File: src/rtl/erm_pkg.sv
// Shared widths, codes and control types of the echo ranging median filter.
package erm_pkg;

  localparam int SID_BITS  = 2;
  localparam int TIME_BITS = 32;
  localparam int CFG_BITS  = 32;
  localparam int DIST_BITS = 27;
  localparam int REP_BITS  = 9;
  localparam int LOW_BITS  = 16;

  localparam logic [CFG_BITS-1:0] TIMER_TOP_RESET = 32'd65535;

  localparam logic ACT_TRIGGER = 1'b0;

  // The factor 17/1000 is taken as (16 + 1), then a shift by 3 and a division by 125.
  localparam int SCALE_SHIFT = 4;
  localparam int DIV_SHIFT   = 3;
  localparam int DIV_ODD     = 125;

  localparam logic [LOW_BITS-1:0] REP_MAX   = 16'd500;
  localparam logic [LOW_BITS-1:0] REP_MIN   = 16'd1;
  localparam logic [REP_BITS-1:0] REP_SUBST = 9'd51;

  typedef struct packed {
    logic load;
    logic arm;
    logic store_rise;
    logic calc_width;
    logic mul_sum;
    logic mul_prod;
    logic quot;
    logic prod;
    logic corr;
    logic ring_write;
    logic k_clr;
    logic read;
    logic rank;
    logic load_out;
  } erm_cmd_t;

  typedef struct packed {
    logic id_ok;
    logic action;
    logic armed;
    logic rise_seen;
    logic k_last;
    logic out_free;
  } erm_stat_t;

endpackage

File: src/rtl/erm_if.sv
// Valid/ready channel interfaces for input items and result items.
interface erm_in_if import erm_pkg::*; ();
  logic                 valid;
  logic                 ready;
  logic                 action;
  logic [SID_BITS-1:0]  sensor_id;
  logic [TIME_BITS-1:0] capture_time;

  modport source(output valid, action, sensor_id, capture_time, input ready);
  modport sink(input valid, action, sensor_id, capture_time, output ready);
endinterface

interface erm_out_if import erm_pkg::*; ();
  logic                 valid;
  logic                 ready;
  logic [SID_BITS-1:0]  channel;
  logic [DIST_BITS-1:0] raw_distance;
  logic [DIST_BITS-1:0] filtered_distance;
  logic [REP_BITS-1:0]  reported_distance;
  logic                 out_of_range;

  modport source(output valid, channel, raw_distance, filtered_distance,
                 reported_distance, out_of_range, input ready);
  modport sink(input valid, channel, raw_distance, filtered_distance,
               reported_distance, out_of_range, output ready);
endinterface

File: src/rtl/erm_ctrl.sv
// Sequencing state machine of the echo ranging median filter.
module erm_ctrl import erm_pkg::*; (
  input  logic      clk_i,
  input  logic      rst_ni,
  input  logic      item_valid_i,
  output logic      item_ready_o,
  input  erm_stat_t stat_i,
  output erm_cmd_t  cmd_o
);

  typedef enum logic [3:0] {
    ST_IDLE,
    ST_DECODE,
    ST_MUL_SUM,
    ST_MUL_PROD,
    ST_QUOT,
    ST_PROD,
    ST_CORR,
    ST_WRITE,
    ST_READ,
    ST_DRAIN,
    ST_RANK,
    ST_EMIT
  } state_e;

  state_e state_q, state_d;

  always_comb begin
    cmd_o        = '0;
    state_d      = state_q;
    item_ready_o = 1'b0;
    unique case (state_q)
      ST_IDLE: begin
        item_ready_o = 1'b1;
        if (item_valid_i) begin
          cmd_o.load = 1'b1;
          state_d    = ST_DECODE;
        end
      end
      ST_DECODE: begin
        state_d = ST_IDLE;
        priority if (!stat_i.id_ok) begin
          state_d = ST_IDLE;
        end else if (stat_i.action == ACT_TRIGGER) begin
          cmd_o.arm = 1'b1;
        end else if (!stat_i.armed) begin
          state_d = ST_IDLE;
        end else if (!stat_i.rise_seen) begin
          cmd_o.store_rise = 1'b1;
        end else begin
          cmd_o.calc_width = 1'b1;
          state_d          = ST_MUL_SUM;
        end
      end
      ST_MUL_SUM: begin
        cmd_o.mul_sum = 1'b1;
        state_d       = ST_MUL_PROD;
      end
      ST_MUL_PROD: begin
        cmd_o.mul_prod = 1'b1;
        state_d        = ST_QUOT;
      end
      ST_QUOT: begin
        cmd_o.quot = 1'b1;
        state_d    = ST_PROD;
      end
      ST_PROD: begin
        cmd_o.prod = 1'b1;
        state_d    = ST_CORR;
      end
      ST_CORR: begin
        cmd_o.corr = 1'b1;
        state_d    = ST_WRITE;
      end
      ST_WRITE: begin
        cmd_o.ring_write = 1'b1;
        cmd_o.k_clr      = 1'b1;
        state_d          = ST_READ;
      end
      ST_READ: begin
        cmd_o.read = 1'b1;
        if (stat_i.k_last) begin
          state_d = ST_DRAIN;
        end
      end
      ST_DRAIN: begin
        cmd_o.k_clr = 1'b1;
        state_d     = ST_RANK;
      end
      ST_RANK: begin
        cmd_o.rank = 1'b1;
        if (stat_i.k_last) begin
          state_d = ST_EMIT;
        end
      end
      ST_EMIT: begin
        if (stat_i.out_free) begin
          cmd_o.load_out = 1'b1;
          state_d        = ST_IDLE;
        end
      end
      default: begin
        state_d = ST_IDLE;
      end
    endcase
  end

  always_ff @(posedge clk_i or negedge rst_ni) begin
    if (!rst_ni) begin
      state_q <= ST_IDLE;
    end else begin
      state_q <= state_d;
    end
  end

endmodule

File: src/rtl/erm_dp.sv
// Datapath: sensor state, width and distance arithmetic, ring memory, median and result register.
module erm_dp import erm_pkg::*; #(
  parameter int SENSOR_COUNT  = 4,
  parameter int WINDOW_LENGTH = 5,
  parameter int COUNTER_BITS  = 32
) (
  input  logic                 clk_i,
  input  logic                 rst_ni,
  input  logic                 cfg_we_i,
  input  logic [CFG_BITS-1:0]  cfg_wdata_i,
  input  erm_cmd_t             cmd_i,
  output erm_stat_t            stat_o,
  input  logic                 item_action_i,
  input  logic [SID_BITS-1:0]  item_sid_i,
  input  logic [TIME_BITS-1:0] item_time_i,
  input  logic                 out_ready_i,
  output logic                 out_valid_o,
  output logic [SID_BITS-1:0]  out_channel_o,
  output logic [DIST_BITS-1:0] out_raw_o,
  output logic [DIST_BITS-1:0] out_filt_o,
  output logic [REP_BITS-1:0]  out_rep_o,
  output logic                 out_oor_o
);

  localparam int CB    = COUNTER_BITS;
  localparam int MB    = CB + 2;
  localparam int RB    = CB - 4;
  localparam int QB    = CB - 4;
  localparam int PLW   = CB + RB;
  localparam int FW    = MB + RB;
  localparam int DEPTH = SENSOR_COUNT * WINDOW_LENGTH;
  localparam int AW    = (DEPTH > 1) ? $clog2(DEPTH) : 1;
  localparam int SIW   = (SENSOR_COUNT > 1) ? $clog2(SENSOR_COUNT) : 1;
  localparam int PW    = (WINDOW_LENGTH > 1) ? $clog2(WINDOW_LENGTH) : 1;
  localparam int KW    = $clog2(WINDOW_LENGTH + 1);
  localparam int MID   = WINDOW_LENGTH / 2;

  localparam logic [63:0]   RECIP_FULL = (64'd1 << MB) / 64'(DIV_ODD);
  localparam logic [RB-1:0] RECIP      = RECIP_FULL[RB-1:0];

  logic [CFG_BITS-1:0]  timer_top_q;
  logic                 act_q;
  logic [SID_BITS-1:0]  sid_q;
  logic [CB-1:0]        time_q;
  logic [SENSOR_COUNT-1:0] armed_q;
  logic [SENSOR_COUNT-1:0] rise_q;
  logic [CB-1:0]        rise_time_q [SENSOR_COUNT];
  logic [PW-1:0]        pos_q [SENSOR_COUNT];
  logic [CB-1:0]        width_q;
  logic [MB-1:0]        m_q;
  logic [PLW-1:0]       plo_q;
  logic [QB-1:0]        q0_q;
  logic [MB-1:0]        p125_q;
  logic [DIST_BITS-1:0] raw_q;
  logic [DIST_BITS-1:0] mem [DEPTH];
  logic [DEPTH-1:0]     vld_q;
  logic [DIST_BITS-1:0] rdata_q;
  logic                 rvld_q;
  logic                 cap_en_q;
  logic [PW-1:0]        cap_idx_q;
  logic [DIST_BITS-1:0] win_q [WINDOW_LENGTH];
  logic [KW-1:0]        k_q;
  logic [DIST_BITS-1:0] med_q;
  logic                 out_valid_q;

  logic [SIW+SID_BITS-1:0] sid_ext;
  logic [SIW-1:0]       sidx;
  logic [4:0]           sid_wide;
  logic [CB-1:0]        rt;
  logic [CB-1:0]        top;
  logic [CB-1:0]        width_d;
  logic [CB+4:0]        x_sum;
  logic [FW-1:0]        hi_part;
  logic [FW-1:0]        full_prod;
  logic [MB-1:0]        rem;
  logic [QB-1:0]        qfix;
  logic [DIST_BITS+QB-1:0] raw_ext;
  logic [PW-1:0]        ring_idx;
  logic [31:0]          ring_addr_full;
  logic [AW-1:0]        ring_addr;
  logic [PW-1:0]        pos_cur;
  logic [DIST_BITS-1:0] cand;
  logic [WINDOW_LENGTH-1:0] lt_vec;
  logic [WINDOW_LENGTH-1:0] le_vec;
  logic [KW-1:0]        lt_cnt;
  logic [KW-1:0]        le_cnt;
  logic [LOW_BITS-1:0]  low16;
  logic                 oor;

  assign sid_ext  = {{SIW{1'b0}}, sid_q};
  assign sidx     = sid_ext[SIW-1:0];
  assign sid_wide = {3'b000, sid_q};
  assign rt       = rise_time_q[sidx];
  assign top      = timer_top_q[CB-1:0];
  assign pos_cur  = pos_q[sidx];

  assign stat_o.id_ok     = sid_wide < 5'(SENSOR_COUNT);
  assign stat_o.action    = act_q;
  assign stat_o.armed     = armed_q[sidx];
  assign stat_o.rise_seen = rise_q[sidx];
  assign stat_o.k_last    = k_q == KW'(WINDOW_LENGTH - 1);
  assign stat_o.out_free  = !out_valid_q || out_ready_i;

  always_ff @(posedge clk_i or negedge rst_ni) begin
    if (!rst_ni) begin
      timer_top_q <= TIMER_TOP_RESET;
    end else if (cfg_we_i) begin
      timer_top_q <= cfg_wdata_i;
    end
  end

  always_ff @(posedge clk_i) begin
    if (cmd_i.load) begin
      act_q  <= item_action_i;
      sid_q  <= item_sid_i;
      time_q <= item_time_i[CB-1:0];
    end
  end

  always_ff @(posedge clk_i or negedge rst_ni) begin
    if (!rst_ni) begin
      armed_q <= '0;
      rise_q  <= '0;
      for (int s = 0; s < SENSOR_COUNT; s++) begin
        rise_time_q[s] <= '0;
        pos_q[s]       <= '0;
      end
    end else begin
      if (cmd_i.arm) begin
        armed_q[sidx] <= 1'b1;
        rise_q[sidx]  <= 1'b0;
      end
      if (cmd_i.store_rise) begin
        rise_time_q[sidx] <= time_q;
        rise_q[sidx]      <= 1'b1;
      end
      if (cmd_i.ring_write) begin
        armed_q[sidx] <= 1'b0;
        rise_q[sidx]  <= 1'b0;
        pos_q[sidx]   <= (pos_cur == PW'(WINDOW_LENGTH - 1)) ? '0 : pos_cur + 1'b1;
      end
    end
  end

  // Pulse width, then floor(width * 17 / 1000) by a reciprocal multiply and one correction.
  assign width_d   = (time_q > rt) ? time_q - rt : top - rt + time_q;
  assign x_sum     = {1'b0, width_q, {SCALE_SHIFT{1'b0}}} + {5'b00000, width_q};
  assign hi_part   = FW'(m_q[MB-1:CB]) * FW'(RECIP);
  assign full_prod = FW'(plo_q) + (hi_part << CB);
  assign rem       = m_q - p125_q;
  assign qfix      = (rem >= MB'(DIV_ODD)) ? q0_q + QB'(1) : q0_q;
  assign raw_ext   = {{DIST_BITS{1'b0}}, qfix};

  always_ff @(posedge clk_i) begin
    if (cmd_i.calc_width) begin
      width_q <= width_d;
    end
    if (cmd_i.mul_sum) begin
      m_q <= x_sum[CB+4:DIV_SHIFT];
    end
    if (cmd_i.mul_prod) begin
      plo_q <= PLW'(m_q[CB-1:0]) * PLW'(RECIP);
    end
    if (cmd_i.quot) begin
      q0_q <= full_prod[FW-1:MB];
    end
    if (cmd_i.prod) begin
      p125_q <= MB'(q0_q) * MB'(DIV_ODD);
    end
    if (cmd_i.corr) begin
      raw_q <= raw_ext[DIST_BITS-1:0];
    end
  end

  assign ring_idx       = cmd_i.ring_write ? pos_cur : k_q[PW-1:0];
  assign ring_addr_full = 32'(sidx) * 32'(WINDOW_LENGTH) + 32'(ring_idx);
  assign ring_addr      = ring_addr_full[AW-1:0];

  always_ff @(posedge clk_i) begin
    if (cmd_i.ring_write) begin
      mem[ring_addr] <= raw_q;
    end
    rdata_q <= mem[ring_addr];
    rvld_q  <= vld_q[ring_addr];
  end

  always_ff @(posedge clk_i or negedge rst_ni) begin
    if (!rst_ni) begin
      vld_q     <= '0;
      cap_en_q  <= 1'b0;
      cap_idx_q <= '0;
      k_q       <= '0;
    end else begin
      if (cmd_i.ring_write) begin
        vld_q[ring_addr] <= 1'b1;
      end
      cap_en_q  <= cmd_i.read;
      cap_idx_q <= k_q[PW-1:0];
      if (cmd_i.k_clr) begin
        k_q <= '0;
      end else if (cmd_i.read || cmd_i.rank) begin
        k_q <= k_q + 1'b1;
      end
    end
  end

  always_ff @(posedge clk_i) begin
    if (cap_en_q) begin
      win_q[cap_idx_q] <= rvld_q ? rdata_q : '0;
    end
  end

  // A candidate is the median when it covers the middle rank of the sorted window.
  assign cand = win_q[k_q[PW-1:0]];

  always_comb begin
    for (int j = 0; j < WINDOW_LENGTH; j++) begin
      lt_vec[j] = win_q[j] < cand;
      le_vec[j] = win_q[j] <= cand;
    end
  end

  assign lt_cnt = KW'($countones(lt_vec));
  assign le_cnt = KW'($countones(le_vec));

  always_ff @(posedge clk_i) begin
    if (cmd_i.rank && (lt_cnt <= KW'(MID)) && (KW'(MID) < le_cnt)) begin
      med_q <= cand;
    end
  end

  assign low16 = med_q[LOW_BITS-1:0];
  assign oor   = (low16 > REP_MAX) || (low16 <= REP_MIN);

  always_ff @(posedge clk_i or negedge rst_ni) begin
    if (!rst_ni) begin
      out_valid_q <= 1'b0;
    end else if (cmd_i.load_out) begin
      out_valid_q <= 1'b1;
    end else if (out_ready_i) begin
      out_valid_q <= 1'b0;
    end
  end

  always_ff @(posedge clk_i) begin
    if (cmd_i.load_out) begin
      out_channel_o <= sid_q;
      out_raw_o     <= raw_q;
      out_filt_o    <= med_q;
      out_rep_o     <= oor ? REP_SUBST : low16[REP_BITS-1:0];
      out_oor_o     <= oor;
    end
  end

  assign out_valid_o = out_valid_q;

endmodule

File: src/rtl/echo_ranging_median_filter_unit.sv
// Top level of the echo ranging median filter: controller, datapath and channel ports.
// A trigger or a first edge passes only through the IDLE and DECODE states.
// A completing edge goes on through MUL_SUM, MUL_PROD, QUOT, PROD, CORR, WRITE, READ,
// DRAIN, RANK and EMIT, with a one-entry-a-cycle read of the ring memory port and a
// one-candidate-a-cycle median rank; EMIT waits until the result register is free.
// Reset clears all sensor state and the ring valid bits at once; no clearing pass is needed.
module echo_ranging_median_filter_unit import erm_pkg::*; #(
  parameter int SENSOR_COUNT  = 4,
  parameter int WINDOW_LENGTH = 5,
  parameter int COUNTER_BITS  = 32
) (
  input  logic                clk_i,
  input  logic                rst_ni,
  input  logic                cfg_we_i,
  input  logic [CFG_BITS-1:0] cfg_wdata_i,
  erm_in_if.sink              item_i,
  erm_out_if.source           result_o
);

  erm_cmd_t  cmd;
  erm_stat_t stat;

  erm_ctrl u_ctrl (
    .clk_i        (clk_i),
    .rst_ni       (rst_ni),
    .item_valid_i (item_i.valid),
    .item_ready_o (item_i.ready),
    .stat_i       (stat),
    .cmd_o        (cmd)
  );

  erm_dp #(
    .SENSOR_COUNT  (SENSOR_COUNT),
    .WINDOW_LENGTH (WINDOW_LENGTH),
    .COUNTER_BITS  (COUNTER_BITS)
  ) u_dp (
    .clk_i         (clk_i),
    .rst_ni        (rst_ni),
    .cfg_we_i      (cfg_we_i),
    .cfg_wdata_i   (cfg_wdata_i),
    .cmd_i         (cmd),
    .stat_o        (stat),
    .item_action_i (item_i.action),
    .item_sid_i    (item_i.sensor_id),
    .item_time_i   (item_i.capture_time),
    .out_ready_i   (result_o.ready),
    .out_valid_o   (result_o.valid),
    .out_channel_o (result_o.channel),
    .out_raw_o     (result_o.raw_distance),
    .out_filt_o    (result_o.filtered_distance),
    .out_rep_o     (result_o.reported_distance),
    .out_oor_o     (result_o.out_of_range)
  );

`ifndef SYNTHESIS
  // The block holds one item at a time, so a transfer closes the input for the next cycle.
  assert property (@(posedge clk_i) disable iff (!rst_ni)
    (item_i.valid && item_i.ready) |=> !item_i.ready)
    else $error("input accepted a second item while one was in work");

  // A result only ever names a sensor that exists.
  assert property (@(posedge clk_i) disable iff (!rst_ni)
    result_o.valid |-> (32'(result_o.channel) < SENSOR_COUNT))
    else $error("result names a sensor beyond the sensor count");

  // The out-of-range flag and the reported value agree.
  assert property (@(posedge clk_i) disable iff (!rst_ni)
    result_o.valid |-> (result_o.out_of_range ? (result_o.reported_distance == REP_SUBST)
      : ((result_o.reported_distance > 9'd1) && (result_o.reported_distance <= 9'd500))))
    else $error("reported distance does not match the out-of-range flag");

  // The datapath never loads a new result over one that has not been transferred.
  assert property (@(posedge clk_i) disable iff (!rst_ni)
    (result_o.valid && !result_o.ready) |=> result_o.valid)
    else $error("pending result was dropped");
`endif

endmodule

File: src/flat_wrapper.sv
// flat-port wrapper written by rule: the top's interface ports become plain ports
module echo_ranging_median_filter_unit_flat import erm_pkg::*;
#(
  parameter int SENSOR_COUNT  = 4,
  parameter int WINDOW_LENGTH = 5,
  parameter int COUNTER_BITS  = 32
)
  (clk_i, rst_ni, cfg_we_i, cfg_wdata_i, item_i_valid, item_i_action, item_i_sensor_id, item_i_capture_time, item_i_ready, result_o_valid, result_o_channel, result_o_raw_distance, result_o_filtered_distance, result_o_reported_distance, result_o_out_of_range, result_o_ready);
  erm_in_if item_i_i ();
  erm_out_if result_o_i ();
  input  logic clk_i;
  input  logic rst_ni;
  input  logic cfg_we_i;
  input  logic [CFG_BITS-1:0] cfg_wdata_i;
  input wire logic [$bits(item_i_i.valid)-1:0] item_i_valid;
  input wire logic [$bits(item_i_i.action)-1:0] item_i_action;
  input wire logic [$bits(item_i_i.sensor_id)-1:0] item_i_sensor_id;
  input wire logic [$bits(item_i_i.capture_time)-1:0] item_i_capture_time;
  output wire logic [$bits(item_i_i.ready)-1:0] item_i_ready;
  output wire logic [$bits(result_o_i.valid)-1:0] result_o_valid;
  output wire logic [$bits(result_o_i.channel)-1:0] result_o_channel;
  output wire logic [$bits(result_o_i.raw_distance)-1:0] result_o_raw_distance;
  output wire logic [$bits(result_o_i.filtered_distance)-1:0] result_o_filtered_distance;
  output wire logic [$bits(result_o_i.reported_distance)-1:0] result_o_reported_distance;
  output wire logic [$bits(result_o_i.out_of_range)-1:0] result_o_out_of_range;
  input wire logic [$bits(result_o_i.ready)-1:0] result_o_ready;
  assign item_i_i.valid = item_i_valid;
  assign item_i_i.action = item_i_action;
  assign item_i_i.sensor_id = item_i_sensor_id;
  assign item_i_i.capture_time = item_i_capture_time;
  assign item_i_ready = item_i_i.ready;
  assign result_o_valid = result_o_i.valid;
  assign result_o_channel = result_o_i.channel;
  assign result_o_raw_distance = result_o_i.raw_distance;
  assign result_o_filtered_distance = result_o_i.filtered_distance;
  assign result_o_reported_distance = result_o_i.reported_distance;
  assign result_o_out_of_range = result_o_i.out_of_range;
  assign result_o_i.ready = result_o_ready;
  echo_ranging_median_filter_unit #(.SENSOR_COUNT(SENSOR_COUNT), .WINDOW_LENGTH(WINDOW_LENGTH), .COUNTER_BITS(COUNTER_BITS)) u_core (.clk_i(clk_i), .rst_ni(rst_ni), .cfg_we_i(cfg_we_i), .cfg_wdata_i(cfg_wdata_i), .item_i(item_i_i), .result_o(result_o_i));
endmodule
File: config.mk
export PLATFORM = sky130hd
export DESIGN_NAME = echo_ranging_median_filter_unit_flat
export DESIGN_NICKNAME = d
export VERILOG_FILES = /design/src/rtl/erm_pkg.sv /design/src/rtl/erm_if.sv /design/src/rtl/erm_ctrl.sv /design/src/rtl/erm_dp.sv /design/src/rtl/echo_ranging_median_filter_unit.sv /design/src/flat_wrapper.sv
export SDC_FILE = /design/constraint.sdc
export NUM_CORES = 2
export LEC_CHECK = 0
export BUFFER_PORTS_ARGS = -buffer_cell sky130_fd_sc_hd__buf_4
export CAP_MARGIN = 20
export CORE_MARGIN = 5
export CORE_UTILIZATION = 44
export CTS_BUF_LIST = sky130_fd_sc_hd__clkbuf_8 sky130_fd_sc_hd__clkbuf_16
export DETAILED_ROUTE_END_ITERATION = 10
export PLACE_DENSITY = 0.61
export SETUP_SLACK_MARGIN = 0.1
export SKIP_LAST_GASP = 1
export SYNTH_ARGS = -nofsm -noshare
export SYNTH_HDL_FRONTEND = slang
export SYNTH_SLANG_ARGS = --single-unit
File: constraint.sdc
create_clock -name clk_i -period 7.19 [get_ports clk_i]
set_input_delay 0.719 -clock clk_i [delete_from_list [all_inputs] [get_ports clk_i]]
set_output_delay 0.719 -clock clk_i [all_outputs]
set_load 0.02 [all_outputs]
# Word level (Yosys, flattened, before mapping)
# Memory sizes are Yosys's and may differ from the RTL's. A register that Yosys moved wholly into a read port is not among the register bits.
# Index checks and enable logic that the tools add are counted.
# W data, S select, Z words.
[word_totals]
register_bits = 556
ramBits = 675
output_inout_bits = 68
memories = 2
[op_classes]
n_addsub = 18
n_mul = 4
magnitude_cmp = 23
eq_ne = 17
mux = 70
bitwise = 8
n_reduce_logical = 14
[mem_list]
columns = ["name", "depth", "width", "rd", "rd_ports_with_merged_regs", "write_ports", "line", "rtl"]
rows = [
  ["u_core.u_dp.mem", 20, 27, 1, 1, 1, "erm_dp.sv:55", "logic [DIST_BITS-1:0] mem [DEPTH];"],
  ["u_core.u_dp.win_q", 5, 27, 6, 0, 1, "erm_dp.sv:61", "logic [DIST_BITS-1:0] win_q [WINDOW_LENGTH];"],
]
[ops]
columns = ["operator", "count"]
rows = [
  ["$le A27 B27 Y1", 5],
  ["$lt A27 B27 Y1", 5],
  ["$bwmux W128", 1],
  ["$mux W32", 4],
  ["$bmux W32 S2", 1],
  ["$demux W32 S2", 1],
  ["$sub A32 B32 Y32", 2],
  ["$add A60 B62 Y62", 1],
  ["$mul A32 B28 Y60 const B", 1],
  ["$mux W27", 2],
  ["$pmux W4 S12", 1],
  ["$add A36 B32 Y37", 1],
  ["$mux W4", 9],
  ["$ge A34 B7 Y1 const B", 1],
  ["$mul A28 B7 Y34 const B", 1],
  ["$sub A34 B34 Y34", 1],
  ["$add A32 B32 Y32", 1],
  ["$gt A32 B32 Y1", 1],
  ["$mul A2 B28 Y30 const B", 1],
  ["$mux W1", 28],
  ["$add A27 B1 Y27 const B", 1],
  ["$mux W3", 9],
  ["$or A20 B20 Y20", 1],
  ["$eq A4 B3 Y1 const B", 4],
  ["41 further kinds", 71],
]

# Depth between registers and ports, before layout
[depth]
depth_word = 12
ltp_mapped = 25
ltp_nobuf = 25

# Modules after synthesis
# Synthesis repeated with hierarchy kept, for this count alone.
[unflattened]
cells_unflattened = 5774
area_unflattened_um2 = 77265.4
[modules_own_cells]
columns = ["mod", "n_inst", "cells_per_inst", "area_each_um2", "seq_area_each_um2"]
rows = [
  ["erm_dp", 1, 5726, 76850.0, 37826.3],
  ["erm_ctrl", 1, 48, 415.4, 100.1],
]

# Worst setup path before layout
# Ideal clock, no wire load.
[synth_timing]
path_type = "flip-flop to flip-flop"
startpoint = "register u_core.u_dp.m_q[17]"
endpoint = "register u_core.u_dp.plo_q[53], data pin"
arrival_time_ns = 6.887
required_time_ns = 7.055
setup_slack_ns = 0.168
stages_incl_launch_ff = 26
period_less_slack_ns = 7.022
cell_sequence = "edfxtp_1 > ha_1 > fa_1 > fa_1 > inv_1 > fa_1 > inv_1 > fa_1 > fa_1 > inv_1 > fa_1 > inv_1 > ha_1 > a21oi_1 > o21ai_0 > a221oi_1 > o21ai_0 > a21oi_2 > or2_2 > a21oi_1 > or4b_1 > nand3_1 > a21boi_2 > a211o_1 > a2111o_1 > nand3_1"
[synth_between]
elab_chain_cells = 1
[synth_lines]
columns = ["element", "line", "rtl"]
rows = [
  ["from (decl)", "erm_dp.sv:50", "logic [MB-1:0] m_q;"],
  ["from (signal assigned)", "erm_dp.sv:159", "m_q <= x_sum[CB+4:DIV_SHIFT];"],
  ["$mul A32 B28 Y60", "erm_dp.sv:162", "plo_q <= PLW'(m_q[CB-1:0]) * PLW'(RECIP);"],
  ["to (signal assigned)", "erm_dp.sv:162", ""],
  ["to (decl)", "erm_dp.sv:51", "logic [PLW-1:0] plo_q;"],
]
# Every way passes these cells.
# A chain may end at the register's enable or synchronous reset.

# Worst setup path after layout
[layout_timing]
startpoint = "register u_core.u_dp.m_q[6]"
endpoint = "register u_core.u_dp.plo_q[52], data pin"
# The elaborated chain is that of the path after synthesis.

==> impl_metrics.toml <==
[sta]
min_period_ns = 7.18
fmax_ghz = 0.139
slew_headroom_pct = 24.7
drv_slew = 0
worst_slew_pin_slew_ns = 1.13
hold_violations = 2
whs_ns = -0.00989
setup_viol = 0
final.setup_skew_ns = 0.0497
rsz0062_at_grt = "true"
timing.final.crit_share_pct = 99.9

[floorplanning]
die_y_um = 428
rows = 153
io_pins = 140
initial_utilization_pct = 44.2
die_w_um = 428
core-area_mm2 = 0.174
die_area_mm2 = 0.183

[clock_tree]
clkSinkCount = 1307
clockBufferDepth = 3
cts_root_buffer = "clkbuf_16"
clk_latency_ns = 0.79
htreeDepth = 4
holdBufCountCts = 0
cts_tree = "built"
clk_pin_slew_ns = 0.06
numCtsBuffers = 144

[worst_setup_path]
crit_start = "u_core.u_dp.m_q[6]"
cp.buffers_inverters = 9
r2r_cells = 30
path_max_fanout = 5
start_kind = "register"
crit_path_end = "u_core.u_dp.plo_q[52]"
critical_path.top_delay_family = "adder cells"
required_ns = 7.72
crit_type = "register to register"
max_stage_delay_ns = 0.55
cp_num_cells = 30
rr_endpoint = "u_core.u_dp.plo_q[52]"
critPathCaptureType = "register"
crit_path_frequent_cell = "fa_1"
slowest_stage = "fa_1"
r2r_setup_slack_ns = 0.01
rr_startpoint = "u_core.u_dp.m_q[6]"
crit_arrival_ns = 7.71

[route]
drt-pass1-iter-count = 5
wl_per_cell_um = 21.9
ant_nets = 0
routed_wl_um = 184000
drtIter0Drc = 3110
drc = 0
via_count = 45100
avgViaCountPerCell = 5.37

[synthesis]
yosys-top-cells-area = "edfxtp_1 (42%), ha_1 (12%), fa_1 (11%)"
synthArstFlopShare_pct = 16.2
synth_top_family_by_area = "adder cells"
synthCells = 5571
synthMuxAreaShare_pct = 9.33
synth_cell_types = 93
synth_seq_cells = 1307
netlist_area_mm2 = 0.0767
synth-edff-count = 1067
synth_fa_ha_area_share_pct = 22.6
synth_top_area_share_pct = 41.8
syn_nets = 6779
yosysTopAreaCell = "edfxtp_1"
synth_compound_area_share_pct = 6.62
synthFlopType = "edfxtp_1"
synthSimpleGateAreaFrac_pct = 5.46
synthXorXnorAreaFrac_pct = 2.28
synth.avg_cell_area_um2 = 13.8
yosys_warnings = 0
synth-seq-area-share_pct = 49.4

[global_route]
global_route.peak_usage_layer = "met2"
grt-ovfl-total = 0
grtUsageMet1_pct = 29.6
gr-usage-all-layers_pct = 20.4
use_met3_pct = 3.63
antenna_found_initial = 7
grt_first_pass_wirelength_um = 286000
grt_pass1_vias = 47500
grt_max_degree = 134
met2_usage_pct = 32.4

[placement]
hpwl_um = 132000
numPortBuffers = 139
gp_congestion = 0.861

[finish]
syn2layout_area_growth_pct = 13.9
drive_gt1_share_pct = 18.5
fin_nets = 7175
fillCellCount = 14900

[flow_run]
cap_violations = 0

[power_and_ir_drop]
total_power_uw = 42000
vdd_drop_max_mv = 1.17
p_leak_uw = 0.0361
power_per_cell_area_mw_per_mm2 = 481

[outcome]
status = "complete, but fails checks"
violations = "hold timing"

[hold_path]
hold_path.class = "input port to asynchronous set/reset pin"
==> worst min-delay path by stage <==
stage,slack (ns),to,from
2_1_floorplan,0.35,u_core.u_dp.cap_idx_q[2],u_core.u_dp.k_q[2]
3_3_place_gp,0.40,u_core.u_dp.out_filt_o[19],u_core.u_dp.med_q[19]
3_5_place_dp,0.41,u_core.u_dp.out_filt_o[18],u_core.u_dp.med_q[18]
4_1_cts,0.04,u_core.u_dp.time_q[18],item_i_capture_time[18]
5_1_grt,0.06,u_core.u_dp.time_q[18],item_i_capture_time[18]
6_report,-0.01,u_core.u_dp.vld_q[5],rst_ni
==> logic make-up (layout without fill, tap and decap cells) <==
logic type / Yosys count / after routing
simple gates: 846 / 846
compound gates: 803 / 803
xor+xnor: 199 / 199
buf+inv: 873 / 1382
mux: 407 / 407
other cells: 0 / 1
fa+ha+maj: 1136 / 1136
flops: 1307 / 1307
==> through the flow <==
step / util (%) / instances / instance area, µm² / TNS, ns / setup slack [ns]
floorplan: - / 5571 / 76700 / 0 / 0.168
global placement: 47.3 / 8115 / 82100 / -0.878 / -0.209
detailed placement: 47.3 / 8115 / 82100 / -1.57 / -0.304
CTS: 50.2 / 8398 / 87200 / 0 / 0.0314
global route: 50.3 / 8405 / 87300 / -1.66 / -0.244
finish: 50.3 / 8406 / 87300 / 0 / 0.0101
==> flip-flops by register name, summed over array words and instances (netlist names), 28 cells and up, named ones only <==
register / cells
u_core.u_dp.time_q: 32
u_core.u_dp.plo_q: 28
u_core.u_dp.rise_time_q: 128
u_core.u_dp.win_q: 216
u_core.u_dp.m_q: 34
u_core.u_dp.p125_q: 34
u_core.u_dp.timer_top_q: 32
u_core.u_dp.width_q: 32
u_core.u_dp.mem: 540
u_core.u_dp.q0_q: 28
==> area by class of cell <==
class / instances / area (µm²) / share of cell area (%)
Antenna cell: 1 / 2.50 / 0.00286
Clock buffer: 149 / 3670 / 4.20
Clock inverter: 110 / 988 / 1.13
Inverter: 745 / 2800 / 3.20
Multi-Input combinational cell: 3391 / 36100 / 41.3
Sequential cell: 1307 / 37900 / 43.4
Tap cell: 2325 / 2910 / 3.33
Timing Repair Buffer: 378 / 2990 / 3.42
==> cells in the mapped netlist, drive strengths merged, types with 15 or more instances <==
master	n
mux4	232
a21oi	252
nand4	47
o21ai	203
nand2b	64
xor2	57
a21o	87
mux2i	32
or2	26
nor2b	55
and2	41
o21a	52
ha	722
fa	414
a21boi	15
nand3	62
inv	745
o21bai	21
nor3	46
nand2	238
xnor2	142
clkbuf	92
buf	36
dfrtp	196
a31oi	19
a22oi	29
edfxtp	1067
and3	27
nor2	187
a211oi	22
dfstp	16
dfxtp	28
mux2	143
==> worst reg2reg max path, delay by kind of cell, from the launching register on <==
kind,cells,cell delay (ns)
and+or+nand+nor,4,0.81
buffers and inverters,9,1.00
DFF,1,0.51
AOI/OAI and AO/OA,8,1.17
xor gates and xnor gates,1,0.08
adders and majority gates,8,3.37
==> report_power, final <==
| group | switching, µW | total (µW) | internal [µW] |
|---|---|---|---|
| Clock | 3100 | 7260 | 4160 |
| Sequential | 387 | 9860 | 9480 |
| Combinational | 13900 | 24900 | 11000 |
==> routing by layer <==
layer | up-vias | part of all wire [%]
li1 | 20900 | -
met1 | 22900 | 46
met2 | 1066 | 46
met3 | 234 | 5.7
met4 | 2 | 2.1
met5 | - | 0.083
==> cells in the final DEF (no fill, tap or decap), drive strengths merged, types with 19 or more instances in the layout <==
| cell | n |
|---|---|
| mux4 | 232 |
| a22oi | 29 |
| and2 | 41 |
| mux2i | 32 |
| nor2 | 187 |
| mux2 | 143 |
| a211oi | 22 |
| o21ai | 203 |
| buf | 378 |
| nand2b | 64 |
| a21o | 87 |
| o21a | 52 |
| nor3 | 46 |
| nand3 | 62 |
| clkbuf | 149 |
| xnor2 | 142 |
| inv | 783 |
| fa | 414 |
| nand2 | 238 |
| and3 | 27 |
| a31oi | 19 |
| ha | 722 |
| dfxtp | 28 |
| nand4 | 47 |
| xor2 | 57 |
| dfrtp | 196 |
| clkinv | 55 |
| nor2b | 55 |
| a21oi | 252 |
| o21bai | 21 |
| edfxtp | 1067 |
| or2 | 26 |
==> timing repair <==
action	4_1_cts	5_1_grt
endpoints found under the setup margin	13	15
resized for setup	42	24
buffers inserted	24	6
pin swaps	11	6
No activity file was read; power rests on OpenSTA's default activity.
